## config.mk

```make
export PLATFORM = sky130hd
export DESIGN_NAME = ngpd_accum
export DESIGN_NICKNAME = d
export VERILOG_FILES = /design/src/hw/rtl/ngpd_pkg.sv /design/src/hw/rtl/ngpd_accum.sv
export SDC_FILE = /design/constraint.sdc
export NUM_CORES = 1
export LEC_CHECK = 0
export BUFFER_PORTS_ARGS = -buffer_cell sky130_fd_sc_hd__buf_2
export CAP_MARGIN = 0
export CORE_AREA = 2 2 246 248
export DETAILED_ROUTE_END_ITERATION = 8
export DIE_AREA = 0 0 248 250
export GPL_ROUTABILITY_DRIVEN = 0
export SLEW_MARGIN = 0
export SYNTH_ARGS = -nofsm -noshare
export SYNTH_HDL_FRONTEND = slang
export SYNTH_SLANG_ARGS = --single-unit
```

## constraint.sdc

```tcl
create_clock -name vclk -period 3.4
set_clock_uncertainty 0.2 [all_clocks]
set_input_delay 0.34 -clock vclk [all_inputs]
set_output_delay 0.34 -clock vclk [all_outputs]
set_load 0.05 [all_outputs]
```

## src/hw/rtl/ngpd_pkg.sv

```systemverilog
// shared types and constants of the nearest-grid-point deposit block
package ngpd_pkg;

  localparam int unsigned GRID_SIZE_DEF = 32;
  localparam int unsigned STORE_DEPTH   = 32768;
  localparam int unsigned ADDR_W        = $clog2(STORE_DEPTH);
  localparam int unsigned ADDR_W1       = ADDR_W + 1;
  localparam int unsigned SUM_W         = 48;

  typedef enum logic [1:0] {
    KIND_DEPOSIT = 2'd0,
    KIND_READ    = 2'd1,
    KIND_CLEAR   = 2'd2
  } kind_t;

  typedef enum logic [2:0] {
    STS_DEPOSITED = 3'd0,
    STS_OUTSIDE   = 3'd1,
    STS_RANGE     = 3'd2,
    STS_READ      = 3'd3,
    STS_CLEARED   = 3'd4
  } status_t;

  typedef enum logic [1:0] {
    REG_CELLS_PER_LENGTH = 2'd0,
    REG_CLIP_ENABLE      = 2'd1,
    REG_REGION_LOW       = 2'd2,
    REG_REGION_HIGH      = 2'd3
  } reg_idx_t;

  typedef struct packed {
    kind_t              kind;
    logic [31:0]        pos_x;
    logic [31:0]        pos_y;
    logic [31:0]        pos_z;
    logic signed [31:0] vel_x;
    logic signed [31:0] vel_y;
    logic signed [31:0] vel_z;
    logic [31:0]        mass;
    logic [ADDR_W-1:0]  cell_addr;
  } in_item_t;

  typedef struct packed {
    status_t                 status;
    logic [ADDR_W-1:0]       cell_used;
    logic [SUM_W-1:0]        mass_sum;
    logic signed [SUM_W-1:0] vx_sum;
    logic signed [SUM_W-1:0] vy_sum;
    logic signed [SUM_W-1:0] vz_sum;
  } out_item_t;

  // one stored cell: all four sums side by side in one memory word
  typedef struct packed {
    logic [SUM_W-1:0]        mass;
    logic signed [SUM_W-1:0] vx;
    logic signed [SUM_W-1:0] vy;
    logic signed [SUM_W-1:0] vz;
  } cell_t;

  typedef struct packed {
    logic [31:0] cells_per_length;
    logic        clip_enable;
    logic [31:0] region_low;
    logic [31:0] region_high;
  } cfg_t;

  // what the address stage decided for the current transaction
  typedef struct packed {
    status_t           status;
    logic [ADDR_W-1:0] cell_idx;
  } plan_t;

endpackage

```

## src/hw/rtl/ngpd_accum.sv

```systemverilog
// saturating accumulation of one particle into one cell
module ngpd_accum import ngpd_pkg::*; (
  input  cell_t    cur,
  input  in_item_t item,
  output cell_t    sum
);

  function automatic logic [SUM_W-1:0] sat_mass(input logic [SUM_W-1:0] a,
                                                input logic [31:0] b);
    logic [SUM_W:0] s;
    s = {1'b0, a} + {{(SUM_W - 31){1'b0}}, b};
    return s[SUM_W] ? {SUM_W{1'b1}} : s[SUM_W-1:0];
  endfunction

  function automatic logic [SUM_W-1:0] sat_vel(input logic [SUM_W-1:0] a,
                                               input logic [31:0] b);
    logic [SUM_W:0] s;
    s = {a[SUM_W-1], a} + {{(SUM_W - 31){b[31]}}, b};
    if (s[SUM_W] != s[SUM_W-1]) begin
      // overflow: clamp toward the sign of the true sum
      return s[SUM_W] ? {1'b1, {(SUM_W - 1){1'b0}}} : {1'b0, {(SUM_W - 1){1'b1}}};
    end
    return s[SUM_W-1:0];
  endfunction

  always_comb begin
    sum.mass = sat_mass(cur.mass, item.mass);
    sum.vx   = sat_vel(cur.vx, item.vel_x);
    sum.vy   = sat_vel(cur.vy, item.vel_y);
    sum.vz   = sat_vel(cur.vz, item.vel_z);
  end

endmodule

```

**After elaboration in Yosys (flattened, before gate mapping)**

Index checks and enable logic that the tools add are counted.

- Register bits after elaboration: 0
- Output and inout port bits: 192
- Logic and storage cells: 20

- Multiplexer cells: 13
- Equality and inequality tests: 3
- $add $sub $neg: 4

Operators with widths:

| kind | count |
|---|---|
| 48-bit 2-to-1 mux | 10 |
| 48-bit by 32-bit adder with 49-bit output | 4 |
| 1-bit 2-to-1 mux | 3 |
| 1-bit != test | 3 |

**Logic depth before layout (Yosys ltp)**

- Word-level depth: 4
- Depth in mapped cells: 16

**Least setup slack after synthesis**

Ideal clock, no wire load.

- Path kind: input -> output
- Start: input port cur[96] in the netlist's numbering
- End: output port sum[124] in the netlist's numbering
- Arrival time: 4065 ps
- Data required time: 2860 ps
- Cell stages on the path: 14
- Buffers on the path: 1
- Setup slack: -1205 ps
- Cell sequence: ha_1 inv_1 fa_1 nand2b_1 a21oi_1 o21ai_1 a211oi_1 o2111ai_1 a22oi_1 nand3_1 a31oi_2 nor2_1 clkbuf_1 o21ai_0

RTL lines:

| what | RTL line | RTL |
|---|---|---|
| start: declaration | ngpd_accum.sv:3 | `input cell_t cur,` |
| end: declaration | ngpd_accum.sv:5 | `output cell_t sum` |

==> results.json <==
{
  "status": "finished with violations",
  "violations": "setup timing",
  "crit_type": "primary input to output pin",
  "hold_depth": 3,
  "drv_cap": 0,
  "final.clkbuf_count": 0,
  "syn_to_final_growth_pct": 130,
  "grt_use_total_pct": 19.5,
  "fin_total_pwr_mw": 10.3,
  "hp-start": "cur[183]",
  "hold_path_end": "sum[183]",
  "tightest_slew_ns": 0.599,
  "relSlewSlack_pct": 59.7,
  "cp_slowest_cell": "a311o_1",
  "final_cell_mix": "604 x buf_4, 299 x buf_2, 169 x a21oi_1",
  "die_area_um2": 62000,
  "dpl.hpwl_mm": 54.0,
  "peakVddDrop_mv": 0.444,
  "max_freq_mhz": 253,
  "core_um2": 59600,
  "via_per_inst": 4.85,
  "startpoint_type": "primary input",
  "drtAntennaViolNets": 0,
  "cp_data_arrival_time_ns": 3.41,
  "timing.final.crit_share_pct": 116,
  "antenna_found_initial": 20,
  "regArea_um2": 0,
  "drt_iter0_drc": 674,
  "power_density_nw_per_um2": 405,
  "critPathCaptureType": "output pin",
  "die_y_um": 250,
  "holdBufCountCts": 0,
  "initial_core_util_pct": 18.6,
  "num_rows": 90,
  "rsz0062_at_grt": "true",
  "syn_area_um2": 11100,
  "nets": 3414,
  "io_buffers": 512,
  "layout_commonest_cell": "buf_4",
  "numSequentialCells": 0,
  "syn-num-nets": 2301,
  "drive_gt1_share_pct": 56.7,
  "max_stage_delay_ns": 0.42,
  "ios": 625,
  "overflow": 0,
  "fin_crit_ns": 3.95,
  "dr.pass1.iters": 7,
  "hold_class": "primary input to output pin",
  "slew_violations": 0,
  "n_fill_cell": 5673,
  "synthCells": 1688,
  "die_x_um": 248,
  "hold_viol": 0,
  "via_count": 17400,
  "worstPathRequired_ns": 2.86,
  "synth.distinct_cells": 78,
  "grt_max_degree": 14,
  "yosysWarningCount": 0,
  "critical_path.max_fanout": 7,
  "fin_ws_ns": -0.553,
  "crit_chain": "buf_2, ha_1, a21o_1, a311o_1, a221o_1, o211ai_2, o21ai_2, a41o_1, a211oi_4, buf_6, nor2_4, buf_6, buf_12, o21ai_4, buf_12",
  "grt_pass1_vias": 17200,
  "multi_input_area_um2": 14000,
  "syn_area_per_cell_um2": 6.57,
  "routed_wl_mm": 65.8,
  "setup_viol": 191,
  "drc": 0,
  "layoutNonFillerInstCount": 3591,
  "avgRoutedWirePerCell_um": 18.3,
  "fin_util_pct": 42.8,
  "grt_pass1_wl_mm": 96.2,
  "ys_seq_area_share_pct": 0,
  "leakage_nw": 11.8,
  "place_inst": 3509
}
logic make-up after synthesis:
family / after synthesis / share of synthesized area, %
adder cells (fa/ha/maj): 193 / 21.8
buffers and inverters: 133 / 4.81
AND/OR/NAND/NOR: 487 / 20.6
AO/OA/AOI/OAI: 700 / 38.9
multiplexers: 9 / 0.903
XOR/XNOR: 166 / 13.1
worst max-delay path, delay by kind of cell:
kind / cells / cell delay (ns)
adder cells (fa/ha/maj): 1 / 0.21
AND/OR/NAND/NOR: 1 / 0.04
AO/OA/AOI/OAI: 8 / 2.08
buffers and inverters: 5 / 0.71
cell type report:
class | instances | area share, %
diodes | 10 | 0.0982
inverters | 50 | 0.736
multi-input cells | 1556 | 54.8
well taps | 782 | 3.84
repair buffers | 1193 | 40.5
through the flow:
step / area, µm² / setup TNS, ns / hold slack, ns / setup WS (ns)
floorplan: 14100 / -35.37 / 0.574 / -0.377
global placement: 22000 / -100.21 / 0.859 / -0.796
detailed placement: 22000 / -100.93 / 0.869 / -0.802
CTS: 24800 / -66.98 / 0.816 / -0.624
global route: 25500 / -82.88 / 0.833 / -0.680
finish: 25500 / -63.12 / 0.822 / -0.553
synth_stat cells, drive strengths merged (4+ instances only):
library cell | number | area share (%)
a21oi | 293 | 13
nor2 | 99 | 3.4
o21ai | 138 | 6.3
fa | 4 | 0.72
a41oi | 4 | 0.32
nand2b | 19 | 1.1
xor2 | 60 | 4.7
a31o | 5 | 0.39
o221ai | 6 | 0.47
o31ai | 10 | 0.77
a211oi | 19 | 1.4
maj3 | 13 | 1.2
xnor2 | 106 | 8.4
a21o | 103 | 7.0
o211ai | 18 | 1.3
a211o | 4 | 0.32
o21bai | 28 | 1.9
nand4 | 39 | 2.2
nor3 | 20 | 0.90
nor4 | 7 | 0.39
ha | 176 | 20
or3 | 5 | 0.28
nand2 | 182 | 6.2
a31oi | 20 | 1.2
and2 | 13 | 0.73
clkbuf | 64 | 2.2
a221o | 4 | 0.36
a221oi | 5 | 0.45
buf | 19 | 0.94
and3 | 30 | 1.7
nor2b | 10 | 0.56
o21a | 10 | 0.68
mux2 | 8 | 0.81
inv | 50 | 1.7
nand3 | 49 | 2.2
metal layers:
metal	track usage, %	up-vias	wire length, µm	part of all wire, %
met5	0	-	140	0.21
met4	4.19	22	1720	2.6
met3	3.03	117	4230	6.4
met2	35.1	621	32100	49
met1	24.0	8128	27600	42
li1	-	8515	-	-
repair_timing:
action,CTS,global route
setup endpoints to repair,192,192
resized for setup,538,125
cloned,17,3
setup buffers,44,24
pin swaps,95,89
power by group:
group / leakage (nW) / switching, mW / internal (mW)
clock network: 0.0000634 / 0 / 0.000000395
logic: 11.8 / 5.73 / 4.58
registers: 0 / 0 / 0
how the worst max path moves through the flow:
| stage | from | to | slack, ns | cells after the start |
|---|---|---|---|---|
| after global routing | item[91] | sum[63] | -0.68 | 16 |
| after CTS | item[91] | sum[63] | -0.62 | 16 |
| after detailed placement | cur[65] | sum[53] | -0.80 | 15 |
| after floorplan | cur[58] | sum[83] | -0.38 | 12 |
| final | cur[57] | sum[73] | -0.55 | 15 |
| after global placement | cur[65] | sum[48] | -0.80 | 16 |
Note: power is estimated with default switching activity, not from simulation.
